==> config.mk <==
export PLATFORM = sky130hd
export DESIGN_NAME = bytecode_length_validator_flat
export DESIGN_NICKNAME = d
export VERILOG_FILES = /design/src/hw/rtl/bclv_pkg.sv /design/src/hw/rtl/bclv_in_if.sv /design/src/hw/rtl/bclv_out_if.sv /design/src/hw/rtl/bclv_in_reg.sv /design/src/hw/rtl/bclv_scan.sv /design/src/hw/rtl/bclv_out_reg.sv /design/src/hw/rtl/bytecode_length_validator.sv /design/src/flat_wrapper.sv
export SDC_FILE = /design/constraint.sdc
export NUM_CORES = 1
export LEC_CHECK = 0
export ABC_AREA = 1
export BUFFER_PORTS_ARGS = -buffer_cell sky130_fd_sc_hd__buf_2
export CAP_MARGIN = 20
export CORE_MARGIN = 10
export CORE_UTILIZATION = 35
export CTS_CLUSTER_DIAMETER = 100
export CTS_CLUSTER_SIZE = 25
export DETAILED_ROUTE_END_ITERATION = 7
export SYNTH_ARGS = -nofsm -noshare
export SYNTH_HDL_FRONTEND = slang
export SYNTH_SLANG_ARGS = --single-unit
==> constraint.sdc <==
create_clock -name clk_i -period 3.6 [get_ports clk_i]
set_input_delay 0.54 -clock clk_i [delete_from_list [all_inputs] [get_ports clk_i]]
set_output_delay 0.54 -clock clk_i [all_outputs]
set_load 0.05 [all_outputs]
==> src/hw/rtl/bclv_pkg.sv <==
// bclv_pkg: shared types, constants and opcode length table for the bytecode length validator
`default_nettype none

package bclv_pkg;

  localparam int unsigned AddrBits     = 24;
  localparam int unsigned OutAddrBits  = 24;
  localparam int unsigned LeftBits     = 11;
  localparam int unsigned OffsetBits   = 3;

  localparam logic [7:0] OpEnter  = 8'd45;
  localparam logic [7:0] OpSwitch = 8'd98;

  localparam logic [LeftBits-1:0]   EnterTail  = LeftBits'(4);
  localparam logic [LeftBits-1:0]   SwitchTail = LeftBits'(1);
  localparam logic [OffsetBits-1:0] EnterLenOffset  = OffsetBits'(4);
  localparam logic [OffsetBits-1:0] SwitchLenOffset = OffsetBits'(1);
  localparam logic [OffsetBits-1:0] OffsetMax = '1;

  typedef enum logic [2:0] {
    VerdictPending       = 3'd0,
    VerdictValid         = 3'd1,
    VerdictFirstNotEnter = 3'd2,
    VerdictBadOpcode     = 3'd3,
    VerdictTruncated     = 3'd4
  } verdict_e;

  typedef struct packed {
    logic [7:0] code_byte;
    logic       last;
  } in_item_t;

  typedef struct packed {
    logic [OutAddrBits-1:0] byte_address;
    logic                   is_start;
    logic                   is_final;
    verdict_e               verdict;
  } out_item_t;

  // fixed opcode length, zero for invalid or variable-length opcodes
  function automatic logic [2:0] fixed_len(input logic [7:0] op);
    logic [2:0] len;
    case (op) inside
      [8'd0:8'd36], 8'd42, 8'd43, [8'd47:8'd51], 8'd63,
      [8'd99:8'd100], [8'd105:8'd126]:               len = 3'd1;
      8'd37, [8'd52:8'd62], [8'd64:8'd66],
      [8'd101:8'd104]:                               len = 3'd2;
      8'd38, 8'd46, [8'd67:8'd92]:                   len = 3'd3;
      8'd39, 8'd44, [8'd93:8'd97]:                   len = 3'd4;
      8'd40, 8'd41:                                  len = 3'd5;
      default:                                       len = 3'd0;
    endcase
    return len;
  endfunction

endpackage

`default_nettype wire

==> src/hw/rtl/bclv_in_if.sv <==
// bclv_in_if: input byte channel
`default_nettype none

interface bclv_in_if;
  logic       valid;
  logic       ready;
  logic [7:0] code_byte;
  logic       last;

  modport source (output valid, output code_byte, output last, input ready);
  modport sink   (input valid, input code_byte, input last, output ready);
endinterface

`default_nettype wire

==> src/hw/rtl/bclv_out_if.sv <==
// bclv_out_if: per-byte result channel
`default_nettype none

interface bclv_out_if;
  logic        valid;
  logic        ready;
  logic [23:0] byte_address;
  logic        is_start;
  logic        is_final;
  logic [2:0]  verdict;

  modport source (output valid, output byte_address, output is_start, output is_final,
                  output verdict, input ready);
  modport sink   (input valid, input byte_address, input is_start, input is_final,
                  input verdict, output ready);
endinterface

`default_nettype wire

==> src/hw/rtl/bclv_in_reg.sv <==
// bclv_in_reg: input register stage for incoming bytes
`default_nettype none

module bclv_in_reg (
  input  wire logic              clk_i,
  input  wire logic              rst_ni,
  input  wire logic              valid_i,
  input  wire bclv_pkg::in_item_t item_i,
  output logic                   ready_o,
  input  wire logic              adv_i,
  output logic                   valid_o,
  output bclv_pkg::in_item_t     item_o
);

  logic               valid_q, valid_d;
  bclv_pkg::in_item_t item_q;
  logic               load;

  assign ready_o = !valid_q || adv_i;
  assign load    = valid_i && ready_o;
  assign valid_d = load ? 1'b1 : (adv_i ? 1'b0 : valid_q);

  always_ff @(posedge clk_i or negedge rst_ni) begin
    if (!rst_ni) begin
      valid_q <= 1'b0;
    end else begin
      valid_q <= valid_d;
    end
  end

  always_ff @(posedge clk_i) begin
    if (load) begin
      item_q <= item_i;
    end
  end

  assign valid_o = valid_q;
  assign item_o  = item_q;

endmodule

`default_nettype wire

==> src/hw/rtl/bclv_scan.sv <==
// bclv_scan: instruction boundary tracking state and per-byte verdict logic
`default_nettype none

module bclv_scan (
  input  wire logic                clk_i,
  input  wire logic                rst_ni,
  input  wire logic                adv_i,
  input  wire bclv_pkg::in_item_t  item_i,
  output bclv_pkg::out_item_t      res_o
);

  localparam int unsigned LB = bclv_pkg::LeftBits;
  localparam int unsigned OB = bclv_pkg::OffsetBits;
  localparam int unsigned AB = bclv_pkg::AddrBits;

  logic [AB-1:0]      addr_q, addr_d;
  logic [LB-1:0]      left_q, left_d;
  logic [OB-1:0]      offset_q, offset_d;
  logic [7:0]         opcode_q, opcode_d;
  bclv_pkg::verdict_e err_q, err_d;

  logic [2:0]         len;
  logic [OB-1:0]      offset_inc;
  logic [LB-1:0]      byte_ext;
  logic [LB-1:0]      switch_len;
  logic               start;
  bclv_pkg::verdict_e verdict;
  logic [AB+bclv_pkg::OutAddrBits-1:0] addr_ext;

  assign len        = bclv_pkg::fixed_len(item_i.code_byte);
  assign offset_inc = (offset_q != bclv_pkg::OffsetMax) ? offset_q + OB'(1) : offset_q;
  assign byte_ext   = LB'(item_i.code_byte);
  assign switch_len = (byte_ext << 2) + (byte_ext << 1);

  always_comb begin
    left_d   = left_q;
    offset_d = offset_q;
    opcode_d = opcode_q;
    err_d    = err_q;
    start    = 1'b0;
    if (err_q == bclv_pkg::VerdictPending) begin
      if (left_q == '0) begin
        start    = 1'b1;
        opcode_d = item_i.code_byte;
        offset_d = '0;
        if (addr_q == '0 && item_i.code_byte != bclv_pkg::OpEnter) begin
          err_d = bclv_pkg::VerdictFirstNotEnter;
        end else if (item_i.code_byte == bclv_pkg::OpEnter) begin
          left_d = bclv_pkg::EnterTail;
        end else if (item_i.code_byte == bclv_pkg::OpSwitch) begin
          left_d = bclv_pkg::SwitchTail;
        end else if (len == 3'd0) begin
          err_d = bclv_pkg::VerdictBadOpcode;
        end else begin
          left_d = LB'(len - 3'd1);
        end
      end else begin
        offset_d = offset_inc;
        left_d   = left_q - LB'(1);
        if (opcode_q == bclv_pkg::OpEnter && offset_inc == bclv_pkg::EnterLenOffset) begin
          left_d = byte_ext;
        end else if (opcode_q == bclv_pkg::OpSwitch &&
                     offset_inc == bclv_pkg::SwitchLenOffset) begin
          left_d = switch_len;
        end
      end
    end
  end

  always_comb begin
    if (err_d != bclv_pkg::VerdictPending) begin
      verdict = err_d;
    end else if (item_i.last) begin
      verdict = (left_d != '0) ? bclv_pkg::VerdictTruncated : bclv_pkg::VerdictValid;
    end else begin
      verdict = bclv_pkg::VerdictPending;
    end
  end

  // stream state clears after the final byte
  assign addr_d = item_i.last ? '0 : addr_q + AB'(1);

  always_ff @(posedge clk_i or negedge rst_ni) begin
    if (!rst_ni) begin
      addr_q   <= '0;
      left_q   <= '0;
      offset_q <= '0;
      opcode_q <= '0;
      err_q    <= bclv_pkg::VerdictPending;
    end else if (adv_i) begin
      addr_q <= addr_d;
      if (item_i.last) begin
        left_q   <= '0;
        offset_q <= '0;
        opcode_q <= '0;
        err_q    <= bclv_pkg::VerdictPending;
      end else begin
        left_q   <= left_d;
        offset_q <= offset_d;
        opcode_q <= opcode_d;
        err_q    <= err_d;
      end
    end
  end

  assign addr_ext           = {{bclv_pkg::OutAddrBits{1'b0}}, addr_q};
  assign res_o.byte_address = addr_ext[bclv_pkg::OutAddrBits-1:0];
  assign res_o.is_start     = start;
  assign res_o.is_final     = item_i.last;
  assign res_o.verdict      = verdict;

endmodule

`default_nettype wire

==> src/hw/rtl/bclv_out_reg.sv <==
// bclv_out_reg: result register toward the output channel
`default_nettype none

module bclv_out_reg (
  input  wire logic                clk_i,
  input  wire logic                rst_ni,
  input  wire logic                load_i,
  input  wire bclv_pkg::out_item_t item_i,
  output logic                     ready_o,
  output logic                     valid_o,
  input  wire logic                ready_i,
  output bclv_pkg::out_item_t      item_o
);

  logic                valid_q, valid_d;
  bclv_pkg::out_item_t item_q;

  assign ready_o = !valid_q || ready_i;
  assign valid_d = load_i ? 1'b1 : (ready_i ? 1'b0 : valid_q);

  always_ff @(posedge clk_i or negedge rst_ni) begin
    if (!rst_ni) begin
      valid_q <= 1'b0;
    end else begin
      valid_q <= valid_d;
    end
  end

  always_ff @(posedge clk_i) begin
    if (load_i) begin
      item_q <= item_i;
    end
  end

  assign valid_o = valid_q;
  assign item_o  = item_q;

endmodule

`default_nettype wire

==> src/hw/rtl/bytecode_length_validator.sv <==
// bytecode_length_validator: top level of the streaming bytecode length checker
//
// in_i carries one bytecode byte per transfer, with last set on the final byte of
// the code section. out_o returns exactly one result per input byte, in order:
// the byte's offset in the stream, whether it starts an instruction, a copy of
// last, and a verdict (pending, valid, first opcode not enter, invalid opcode,
// truncated instruction). Errors stick until the final byte of the stream.
// After a final byte all scan state clears and the next byte starts a new
// stream at offset 0.
// A byte taken by the input register is scanned on its way to the result
// register, from which the receiver can take it.
// Throughput: one byte per cycle while the receiver keeps ready high; the scan
// state updates as a byte moves from the input register to the result register.
// Stalls: while the receiver holds ready low, the result register holds and the
// input register still takes one more byte; in_i.ready falls only when both
// are full. Reset (rst_ni low, asynchronous) empties both registers and
// returns the scan state to the start of a stream.
`default_nettype none

module bytecode_length_validator (
  input  wire logic  clk_i,
  input  wire logic  rst_ni,
  bclv_in_if.sink    in_i,
  bclv_out_if.source out_o
);

  bclv_pkg::in_item_t  in_item;
  bclv_pkg::in_item_t  s1_item;
  bclv_pkg::out_item_t scan_res;
  bclv_pkg::out_item_t out_item;
  logic                s1_valid;
  logic                out_room;
  logic                adv;
  logic                in_ready;

  assign in_item.code_byte = in_i.code_byte;
  assign in_item.last      = in_i.last;
  assign adv               = s1_valid && out_room;

  bclv_in_reg u_in_reg (
    .clk_i   (clk_i),
    .rst_ni  (rst_ni),
    .valid_i (in_i.valid),
    .item_i  (in_item),
    .ready_o (in_ready),
    .adv_i   (adv),
    .valid_o (s1_valid),
    .item_o  (s1_item)
  );

  bclv_scan u_scan (
    .clk_i  (clk_i),
    .rst_ni (rst_ni),
    .adv_i  (adv),
    .item_i (s1_item),
    .res_o  (scan_res)
  );

  bclv_out_reg u_out_reg (
    .clk_i   (clk_i),
    .rst_ni  (rst_ni),
    .load_i  (adv),
    .item_i  (scan_res),
    .ready_o (out_room),
    .valid_o (out_o.valid),
    .ready_i (out_o.ready),
    .item_o  (out_item)
  );

  assign in_i.ready         = in_ready;
  assign out_o.byte_address = out_item.byte_address;
  assign out_o.is_start     = out_item.is_start;
  assign out_o.is_final     = out_item.is_final;
  assign out_o.verdict      = out_item.verdict;

  // a missing enter can only be flagged on the opening opcode
  a_first_not_enter_at_zero : assert property (@(posedge clk_i) disable iff (!rst_ni)
    (out_o.valid && out_o.is_start && out_item.verdict == bclv_pkg::VerdictFirstNotEnter)
      |-> (out_o.byte_address == '0))
    else $error("first-opcode error away from offset zero");

  // success and truncation are only reported on the final byte
  a_end_verdict_on_final : assert property (@(posedge clk_i) disable iff (!rst_ni)
    (out_o.valid && (out_item.verdict == bclv_pkg::VerdictValid ||
                     out_item.verdict == bclv_pkg::VerdictTruncated))
      |-> out_o.is_final)
    else $error("end-of-stream verdict on a non-final byte");

  // a byte that leaves the input register lands in the result register
  a_adv_loads_result : assert property (@(posedge clk_i) disable iff (!rst_ni)
    adv |=> out_o.valid)
    else $error("advanced byte missing from result register");

endmodule

`default_nettype wire

==> src/flat_wrapper.sv <==
// flat-port wrapper written by rule: the top's interface ports become plain ports
module bytecode_length_validator_flat 
  (clk_i, rst_ni, in_i_valid, in_i_code_byte, in_i_last, in_i_ready, out_o_valid, out_o_byte_address, out_o_is_start, out_o_is_final, out_o_verdict, out_o_ready);
  bclv_in_if in_i_i ();
  bclv_out_if out_o_i ();
  input  wire logic clk_i;
  input  wire logic rst_ni;
  input wire logic [$bits(in_i_i.valid)-1:0] in_i_valid;
  input wire logic [$bits(in_i_i.code_byte)-1:0] in_i_code_byte;
  input wire logic [$bits(in_i_i.last)-1:0] in_i_last;
  output wire logic [$bits(in_i_i.ready)-1:0] in_i_ready;
  output wire logic [$bits(out_o_i.valid)-1:0] out_o_valid;
  output wire logic [$bits(out_o_i.byte_address)-1:0] out_o_byte_address;
  output wire logic [$bits(out_o_i.is_start)-1:0] out_o_is_start;
  output wire logic [$bits(out_o_i.is_final)-1:0] out_o_is_final;
  output wire logic [$bits(out_o_i.verdict)-1:0] out_o_verdict;
  input wire logic [$bits(out_o_i.ready)-1:0] out_o_ready;
  assign in_i_i.valid = in_i_valid;
  assign in_i_i.code_byte = in_i_code_byte;
  assign in_i_i.last = in_i_last;
  assign in_i_ready = in_i_i.ready;
  assign out_o_valid = out_o_i.valid;
  assign out_o_byte_address = out_o_i.byte_address;
  assign out_o_is_start = out_o_i.is_start;
  assign out_o_is_final = out_o_i.is_final;
  assign out_o_verdict = out_o_i.verdict;
  assign out_o_i.ready = out_o_ready;
  bytecode_length_validator u_core (.clk_i(clk_i), .rst_ni(rst_ni), .in_i(in_i_i), .out_o(out_o_i));
endmodule
After elaboration in Yosys (flattened, before gate mapping)
Cells that the tools add are included.
{ "word_totals": {"reg_bits": 89, "out_inout_bits": 31, "elab_cells": 126} }
{ "classes": {"n_lt_le_gt_ge": 18, "addsub": 5, "eq_ne": 18, "n_mux": 37, "reduce_logical": 35} }
{ "op_table": {"columns": ["operator", "n"], "rows": [
  ["$mux 11", 9],
  ["$eq 8x6->1 const B", 12],
  ["$mux 3", 19],
  ["$ge 8x7->1 const B", 6],
  ["$le 8x7->1 const B", 6],
  ["$add 24x1->24 const B", 1],
  ["$le 8x6->1 const B", 3],
  ["$logic_not 24->1", 1],
  ["$mux 24", 1],
  ["$mux 8", 3],
  ["$eq 8x7->1 const B", 2],
  ["$ge 8x6->1 const B", 2],
  ["$logic_and 1x1->1", 14],
  ["$add 10x9->11", 1],
  ["$logic_not 11->1", 1],
  ["$reduce_bool 11->1", 1],
  ["$sub 11x1->11 const B", 1],
  ["$ge 8x1->1 const B", 1],
  ["$ne 8x6->1 const B", 1],
  ["$reduce_bool 2->1", 4],
  ["$reduce_or 7->1", 1],
  ["$logic_not 3->1", 2],
  ["$reduce_or 3->1", 2],
  ["$mux 1", 5],
  ["other kinds (12)", 14]
]} }

Logic depth before layout (Yosys ltp)
Gate-level depths: netlist of run 1.
{ "logic_depth": {"word_depth": 18, "depth_mapped": 27, "ltp_nobuf": 26} }

Hierarchy
From an unflattened synthesis of run 1, not the netlist that was laid out.
{ "unflattened": {"cells_unflattened": 753, "hier_area_um2": 6014.5} }
{ "by_module_without_submodules": {"columns": ["module", "n_inst", "area_per_inst_um2", "cells_per_inst"], "rows": [
  ["bclv_scan", 1, 4775.8, 702],
  ["bclv_out_reg", 1, 915.9, 34],
  ["bclv_in_reg", 1, 315.3, 15],
  ["bytecode_length_validator", 1, 7.5, 2]
]} }

Least setup slack after synthesis of run 1
OpenSTA, ideal clock, no wires.
{ "synth_timing": {"path_kind": "register to register", "startpoint": "register u_core.u_in_reg.item_q (netlist bit u_core.u_in_reg.item_o[8])", "endpoint": "register u_core.u_out_reg.item_q (netlist bit u_core.u_out_reg.item_o[2]), data pin", "period_less_slack_ns": 2.922, "t_arrival_ns": 2.667, "path_stages_with_launch": 22, "slack_ns": 0.678, "required_ns": 3.344, "path_cell_list": "edfxtp_1 > buf_2 > inv_2 > ha_1 > nand2_2 > inv_1 > nand2_1 > nand2_2 > inv_2 > nor2_2 > nand3_2 > nor2_4 > nand2_1 > inv_2 > ha_1 > nand3_1 > nand4_4 > nand3_1 > nor2_1 > nand2_1 > o21ai_1 > nand2_1"} }
{ "synth_rtl": {"columns": ["element", "line", "rtl"], "rows": [
  ["start, declared", "bclv_in_reg.sv:16", "bclv_pkg::in_item_t item_q;"],
  ["start signal, assigned", "bclv_in_reg.sv:33", "item_q <= item_i;"],
  ["end signal, assigned", "bclv_out_reg.sv:31", "item_q <= item_i;"],
  ["end, declared", "bclv_out_reg.sv:16", "bclv_pkg::out_item_t item_q;"]
]} }

==> results of run 1 <==
[layout make-up]
type / instances / area [sq um] / share of cell area (%)
clock inverters: 6 / 50.0 / 0.772
well taps: 216 / 270 / 4.17
clock buffers: 10 / 229 / 3.53
multi-input cells: 495 / 2760 / 42.6
flip-flops and latches: 89 / 2420 / 37.3
repair buffers: 56 / 313 / 4.83
inverters: 117 / 439 / 6.78
[cells by family after synthesis]
group	count (synthesis)
simple gates	330
buf+inv	128
compound gates	117
flops	89
fa+ha+maj	37
xor+xnor	11
[metrics by stage]
step / util [%] / instances / total power (uW) / hold slack (ns) / worst slack [ns]
finish: 40.8 / 989 / 4030 / 0.303 / 0.361
floorplan: - / 712 / 2720 / 0.244 / 0.678
CTS: 40.4 / 982 / 4040 / 0.323 / 0.127
detailed placement: 38.7 / 966 / 3150 / 0.438 / 0.147
global placement: 38.7 / 966 / 3150 / 0.436 / 0.217
global route: 40.8 / 989 / 4360 / 0.356 / 0.0328
[cells in the final DEF, fill, tap and decap left out, drive strengths merged, types with 17 or more instances in the layout]
cell type / instances
nand2: 158
buf: 56
a21oi: 36
ha: 36
nor2: 60
o21ai: 49
inv: 119
dfrtp: 51
nand3: 73
nand4: 17
edfxtp: 38
[flip-flops by register name, summed over array words and instances (netlist names)]
name	flops
u_core.u_scan.offset_q	3
u_core.u_out_reg.item_o	29
u_core.u_in_reg.valid_o	1
u_core.u_scan.err_q	3
u_core.u_scan.opcode_q	8
u_core.u_scan.addr_q	24
u_core.u_scan.left_q	11
u_core.u_in_reg.item_o	9
u_core.u_out_reg.valid_o	1
[layer usage]
| metal | vias to the layer above | global-route usage, % |
|---|---|---|
| met2 | 99 | 20.8 |
| met3 | 14 | 2.40 |
| met1 | 2238 | 17.6 |
| met4 | 0 | 4.26 |
| met5 | - | 0 |
| li1 | 2478 | - |
[power groups by stage]
| stage | Sequential [uW] | Clock, uW | Combinational (uW) |
|---|---|---|---|
| after floorplan | 1580 | 0 | 1140 |
| after global placement | 1410 | 0 | 1740 |
| after detailed placement | 1420 | 0 | 1730 |
| after CTS | 1400 | 904 | 1740 |
| after global routing | 1420 | 943 | 1990 |
| final | 1390 | 876 | 1760 |
[what timing repair did]
item | CTS | global route
endpoints found under the setup margin | 0 | 2
buffers inserted | 0 | 7
resized for setup | 0 | 5
[worst min-delay path by stage]
| stage | slack, ns | cells past startpoint | from | endpoint |
|---|---|---|---|---|
| 6_report | 0.30 | 1 | rst_ni | u_core.u_scan.addr_q[16]$_DFFE_PN0P_ |
| 5_1_grt | 0.36 | 1 | rst_ni | u_core.u_scan.addr_q[18]$_DFFE_PN0P_ |
| 4_1_cts | 0.32 | 1 | rst_ni | u_core.u_scan.addr_q[18]$_DFFE_PN0P_ |
| 3_5_place_dp | 0.44 | 0 | u_core.u_scan.addr_q[12]$_DFFE_PN0P_ | u_core.u_out_reg.item_o[17]$_DFFE_PP_ |
| 3_3_place_gp | 0.44 | 0 | u_core.u_scan.addr_q[12]$_DFFE_PN0P_ | u_core.u_out_reg.item_o[17]$_DFFE_PP_ |
| 2_1_floorplan | 0.24 | 0 | rst_ni | u_core.u_in_reg.valid_o$_DFFE_PN0P_ |
==> impl_metrics.tcl, run 1 <==
set metrics [dict create \
    yosysTopAreaCellShare_pct 22.6 \
    crit_cells 18 \
    finalSetupViolCount 0 \
    r2r-start "u_core.u_in_reg.item_o[3]$_DFFE_PP_" \
    grtUsageTotal_pct 13.1 \
    drt-vias-per-instance 4.88 \
    cts_buffer_depth 2 \
    synth-simple-area-share_pct 26.9 \
    critPathLaunch "u_core.u_in_reg.item_o[3]$_DFFE_PP_" \
    status "finished, final reports clean" \
    grt_pass1_vias 4675 \
    synth-seq-area-share_pct 42.7 \
    p_leak_uw 0.00307 \
    tritoncts "built" \
    seqPwrFrac_pct 34.5 \
    synth_common_cells "150 x nand2_1, 104 x inv_1, 69 x nand3_1" \
    drt-met1-wl_microns 6790 \
    postSynthAreaPerCell_sq_um 7.95 \
    crit_end "u_core.u_out_reg.item_o[2]$_DFFE_PP_" \
    io_buffers 43 \
    synth_compound_area_share_pct 11.8 \
    hold_viol_final 0 \
    synthToLayoutAreaGrowth_pct 14.6 \
    wl_met2_microns 6470 \
    required_ns 3.70 \
    ys.flop_type "dfrtp_1" \
    ir_worst_vdd_uv 328 \
    period_share_pct 90.0 \
    num-fill-cells 1668 \
    crit_slowest_cell "edfxtp_1" \
    clkPwrFrac_pct 21.7 \
    ant_nets 0 \
    antenna_cells 0 \
    critical-path-top-delay-family "simple AND/OR/NAND/NOR gates" \
    wl_per_cell_microns 14.1 \
    top_layer_used "met4" \
    crit_chain "inv_2 -> ha_2 -> inv_1 -> nor2_1 -> nand2_1 -> nand3_1 -> nand3_2 -> nor2_4 -> nand2_1 -> inv_2 -> ha_2 -> nand3_1 -> nand4_4 -> nand3_1 -> nor2_1 -> nand3_1 -> o21ai_1 -> nand2_1" \
    rsz0062_at_grt "false" \
    drt_iter0_markers 307 \
    drt-pass1-iter-count 5 \
    die_area_sq_mm 0.0217 \
    place_area_sq_mm 0.00614 \
    crit_top_cell "nand3_1" \
    synth_top_family_by_area "simple AND/OR/NAND/NOR gates" \
    yosys_warnings 0 \
    crit_buf_inv 3 \
    wl_met3_microns 499 \
    critPathKind "reg -> reg" \
    syn-num-nets 762 \
    ys_types 46 \
    crit_path_end_kind "flop" \
    cpPeakStageDelay_ns 0.51 \
    r2r_setup_slack_ns 0.36 \
    layout_min_cycle_time_ns 3.24 \
    root_buffer "clkbuf_16" \
    die_h_microns 147 \
    synthMuxAreaShare_pct 0 \
    hpwlAfterDp_microns 10700 \
    finalMaxSlewViolations 0 \
    h-tree-depth 3 \
    worst_pin_slew_ns 0.868 \
    num_vias 4829 \
    swShare_pct 43.1 \
    drc 0 \
    cp.arrival_ns 3.34 \
    internal-power_uw 2290 \
    synth_fa_ha_area_share_pct 8.31 \
    rows 46 \
    cts.sinks 89 \
    drive_above_1_share_pct 15.0 \
    die_w_microns 147 \
    powerDensity_mw_per_mm2 622 \
    grt_overflow 0 \
    r2r.worst_path.cells 18 \
    clock_latency_ns 0.35 \
    synth_most_common_cell "nand2_1" \
    yosysTopAreaCell "dfrtp_1" \
    critPathLaunchType "flop" \
    antenna_found_initial 0 \
    worst-path-max-fanout 9 \
    p_sw_uw 1740 \
    ys_seq_elements 89 \
    slew_headroom_pct 42.1 \
    combPwrFrac_pct 43.7 \
    grt_max_degree 44 \
    ios 44 \
    cts_made_buffers 9 \
    ys_async_sr_fraction_pct 57.3 \
    synth-edff-count 38 \
    reg2reg_to "u_core.u_out_reg.item_o[2]$_DFFE_PP_" \
    timing.fmax_ghz 0.309 \
    cts_hold_buf 0 \
    syn_area_sq_mm 0.00566 \
    initial_core_util_pct 35.6 \
    hp-class "in -> async" \
    synth-xor-area-share_pct 1.70 \
    gp_congestion 0.900 \
    clk_pin_slew_ns 0.07 \
    cap_viol_max_count 0 \
    final_cell_area_sq_mm 0.00648 \
    fp.coreArea_sq_mm 0.0159 \
    finalSetupTns_ns 0 \
    nNetsFinal 818 \
    clock-skew-final_ns 0.00821 \
    synth_area_leaders "dfrtp_1 23%, edfxtp_1 20%, nand2_1 10%" \
    synth_cells 712 \
    wl_microns 14000 \
    grt_pass1_wl_microns 23600 \
]
Note: power is estimated with default switching activity, not from simulation.
==> inputs of run 2 (changes only) <==
--- a/config.mk
+++ b/config.mk
@@ -8,11 +8,12 @@
 export ABC_AREA = 1
 export BUFFER_PORTS_ARGS = -buffer_cell sky130_fd_sc_hd__buf_2
 export CAP_MARGIN = 20
-export CORE_MARGIN = 10
+export CORE_MARGIN = 2
 export CORE_UTILIZATION = 35
 export CTS_CLUSTER_DIAMETER = 100
 export CTS_CLUSTER_SIZE = 25
 export DETAILED_ROUTE_END_ITERATION = 7
+export SETUP_SLACK_MARGIN = 0.05
 export SYNTH_ARGS = -nofsm -noshare
 export SYNTH_HDL_FRONTEND = slang
 export SYNTH_SLANG_ARGS = --single-unit
==> constraint.sdc (replaced) <==
create_clock -name clk_i -period 3 [get_ports clk_i]
set_input_delay 0.45 -clock clk_i [delete_from_list [all_inputs] [get_ports clk_i]]
set_output_delay 0.45 -clock clk_i [all_outputs]
set_load 0.05 [all_outputs]
==> run 2 against run 1 <==
Effect of this change: sequential share of layout area is 3.8 points lower; cell count rose by 5.6%; sequential power up 20%; total power up 32%; critical endpoint unchanged; largest cell class unchanged.
==> impl_metrics.tcl, run 2 (synthesis results as in run 1) <==
set metrics [dict create \
    die_h_microns 131 \
    final_common_cell "nand2_1" \
    powerDensity_mw_per_mm2 735 \
    crit_chain "inv_2 -> ha_4 -> inv_1 -> o21ai_1 -> nand2_1 -> nand3_1 -> nand2_1 -> nand2_2 -> buf_6 -> nor2_4 -> nand2_1 -> nand2_1 -> inv_2 -> ha_4 -> nand3_1 -> nand4_4 -> nand3_1 -> nor2_2 -> nand3_2 -> o21ai_1 -> nand2_1" \
    drive_above_1_share_pct 26.4 \
    combPwrFrac_pct 47.1 \
    total_power_uw 5300 \
    initial_core_util_pct 35.7 \
    timing.fmax_ghz 0.337 \
    drt_iter0_markers 250 \
    critical-path-top-delay-family "simple AND/OR/NAND/NOR gates" \
    reg2reg_to "u_core.u_out_reg.item_o[2]$_DFFE_PP_" \
    cts_buffer_depth 2 \
    final_cell_area_sq_mm 0.00721 \
    p_sw_uw 2210 \
    finalSetupTns_ns 0 \
    status "finished, final reports clean" \
    p_leak_uw 0.00338 \
    cts.sinks 89 \
    cp.arrival_ns 3.07 \
    clock-skew-final_ns 0.0124 \
    ios 44 \
    ir_worst_vdd_uv 390 \
    grt_pass1_wl_microns 23500 \
    tritoncts "built" \
    cap_viol_max_count 0 \
    slew_headroom_pct 46.1 \
    r2r.worst_path.cells 21 \
    crit_buf_inv 4 \
    critPathLaunchType "flop" \
    wl_per_cell_microns 13.7 \
    synthToLayoutAreaGrowth_pct 27.5 \
    period_share_pct 98.9 \
    rows 46 \
    crit_slowest_cell "edfxtp_1" \
    critPathKind "reg -> reg" \
    worst-path-max-fanout 6 \
    wl_microns 14300 \
    drt-vias-per-instance 4.83 \
    r2r_setup_slack_ns 0.03 \
    finalSetupViolCount 0 \
    rsz0062_at_grt "true" \
    gp_congestion 0.920 \
    grtUsageTotal_pct 16.7 \
    hold_viol_final 0 \
    r2r-start "u_core.u_in_reg.item_o[4]$_DFFE_PP_" \
    largest_reg_flops 29 \
    antenna_found_initial 0 \
    grt_max_degree 41 \
    layout_common_cells "140 x nand2_1, 96 x inv_1, 63 x buf_4" \
    required_ns 3.10 \
    grt_pass1_vias 4785 \
    swShare_pct 41.6 \
    finalMaxSlewViolations 0 \
    internal-power_uw 3100 \
    worst_pin_slew_ns 0.806 \
    place_area_sq_mm 0.00649 \
    crit_path_end_kind "flop" \
    crit_top_cell "nand2_1" \
    antenna_cells 0 \
    die_area_sq_mm 0.0172 \
    hp-class "in -> async" \
    final_util_pct 45.6 \
    clock_latency_ns 0.35 \
    io_buffers 43 \
    ant_nets 0 \
    cts_made_buffers 9 \
    h-tree-depth 3 \
    num_vias 5038 \
    seqPwrFrac_pct 31.6 \
    clk_pin_slew_ns 0.07 \
    root_buffer "clkbuf_16" \
    fp.coreArea_sq_mm 0.0158 \
    clkPwrFrac_pct 21.4 \
    grt_overflow 0 \
    drt-pass1-iter-count 5 \
    hpwlAfterDp_microns 10700 \
    layout_min_cycle_time_ns 2.97 \
    cpPeakStageDelay_ns 0.46 \
    drc 0 \
    die_w_microns 131 \
    nNetsFinal 873 \
    crit_cells 21 \
]
-- run 2: changes by cell type in the layout (fill, tap and decap cells not counted), moves of 7 or more --
cell and change:
buf_4 +50, ha_1 -13, ha_4 +12, nand2_1 -10
nand2_2 +9, nand3_1 -7, nand3_2 +7
-- run 2: timing repair --
| action | in CTS | in global routing |
|---|---|---|
| pin swaps | 0 | 27 |
| hold buffers | 0 | 0 |
| setup buffers | 4 | 12 |
| setup endpoints to repair | 2 | 11 |
| resized for setup | 15 | 60 |
-- run 2: metal layers --
layer  track usage, %  wire length, microns  vias up
met3             2.39                   421       22
li1                 -                     -     2585
met1             23.9                  7150     2336
met4             6.58                   316        0
met5                0                     0        -
met2             25.6                  6450       95
-- run 2: stage by stage --
step / hold WS (ns) / instances / setup WS (ns)
after floorplan: 0.154 / 712 / 0.0776
after global placement: 0.440 / 1012 / -0.0854
after detailed placement: 0.437 / 1012 / -0.133
after CTS: 0.0968 / 1032 / 0.0568
after global routing: 0.128 / 1044 / -0.240
final: 0.0810 / 1044 / 0.0318
-- run 2: worst reg2reg max path, delay by kind of cell (launching register included) --
| family | cells | cell delay [ns] |
|---|---|---|
| adder cells (fa/ha/maj) | 2 | 0.37 |
| AO/OA/AOI/OAI | 2 | 0.30 |
| buffers and inverters | 4 | 0.43 |
| AND/OR/NAND/NOR | 13 | 1.15 |
| flip-flops | 1 | 0.46 |
-- run 2: worst max-delay path by stage --
| stage | start | to |
|---|---|---|
| finish | u_core.u_in_reg.item_o[4]$_DFFE_PP_ | u_core.u_out_reg.item_o[2]$_DFFE_PP_ |
| global route | u_core.u_in_reg.item_o[4]$_DFFE_PP_ | u_core.u_out_reg.item_o[2]$_DFFE_PP_ |
| global placement | u_core.u_in_reg.item_o[5]$_DFFE_PP_ | u_core.u_out_reg.item_o[2]$_DFFE_PP_ |
| floorplan | u_core.u_in_reg.item_o[8]$_DFFE_PP_ | u_core.u_out_reg.item_o[2]$_DFFE_PP_ |
| CTS | u_core.u_in_reg.item_o[3]$_DFFE_PP_ | u_core.u_out_reg.item_o[2]$_DFFE_PP_ |
| detailed placement | u_core.u_in_reg.item_o[3]$_DFFE_PP_ | u_core.u_out_reg.item_o[2]$_DFFE_PP_ |
-- run 2: layout make-up --
type                            instances  area (sq um)
Tap cell                              216           270
Clock buffer                            9           225
Inverter                              117           439
Clock inverter                          7          76.3
Sequential cell                        89          2420
Timing Repair Buffer                  111           744
Multi-Input combinational cell        495          3040
Fill cell                            1570          8620
-- run 2: power by group through the flow --
stage	logic (uW)	clock network, uW	registers, uW
finish	2500	1130	1670
global route	2760	1220	1700
CTS	2360	1170	1670
detailed placement	2320	0	1690
global placement	2340	0	1690
floorplan	1370	0	1890
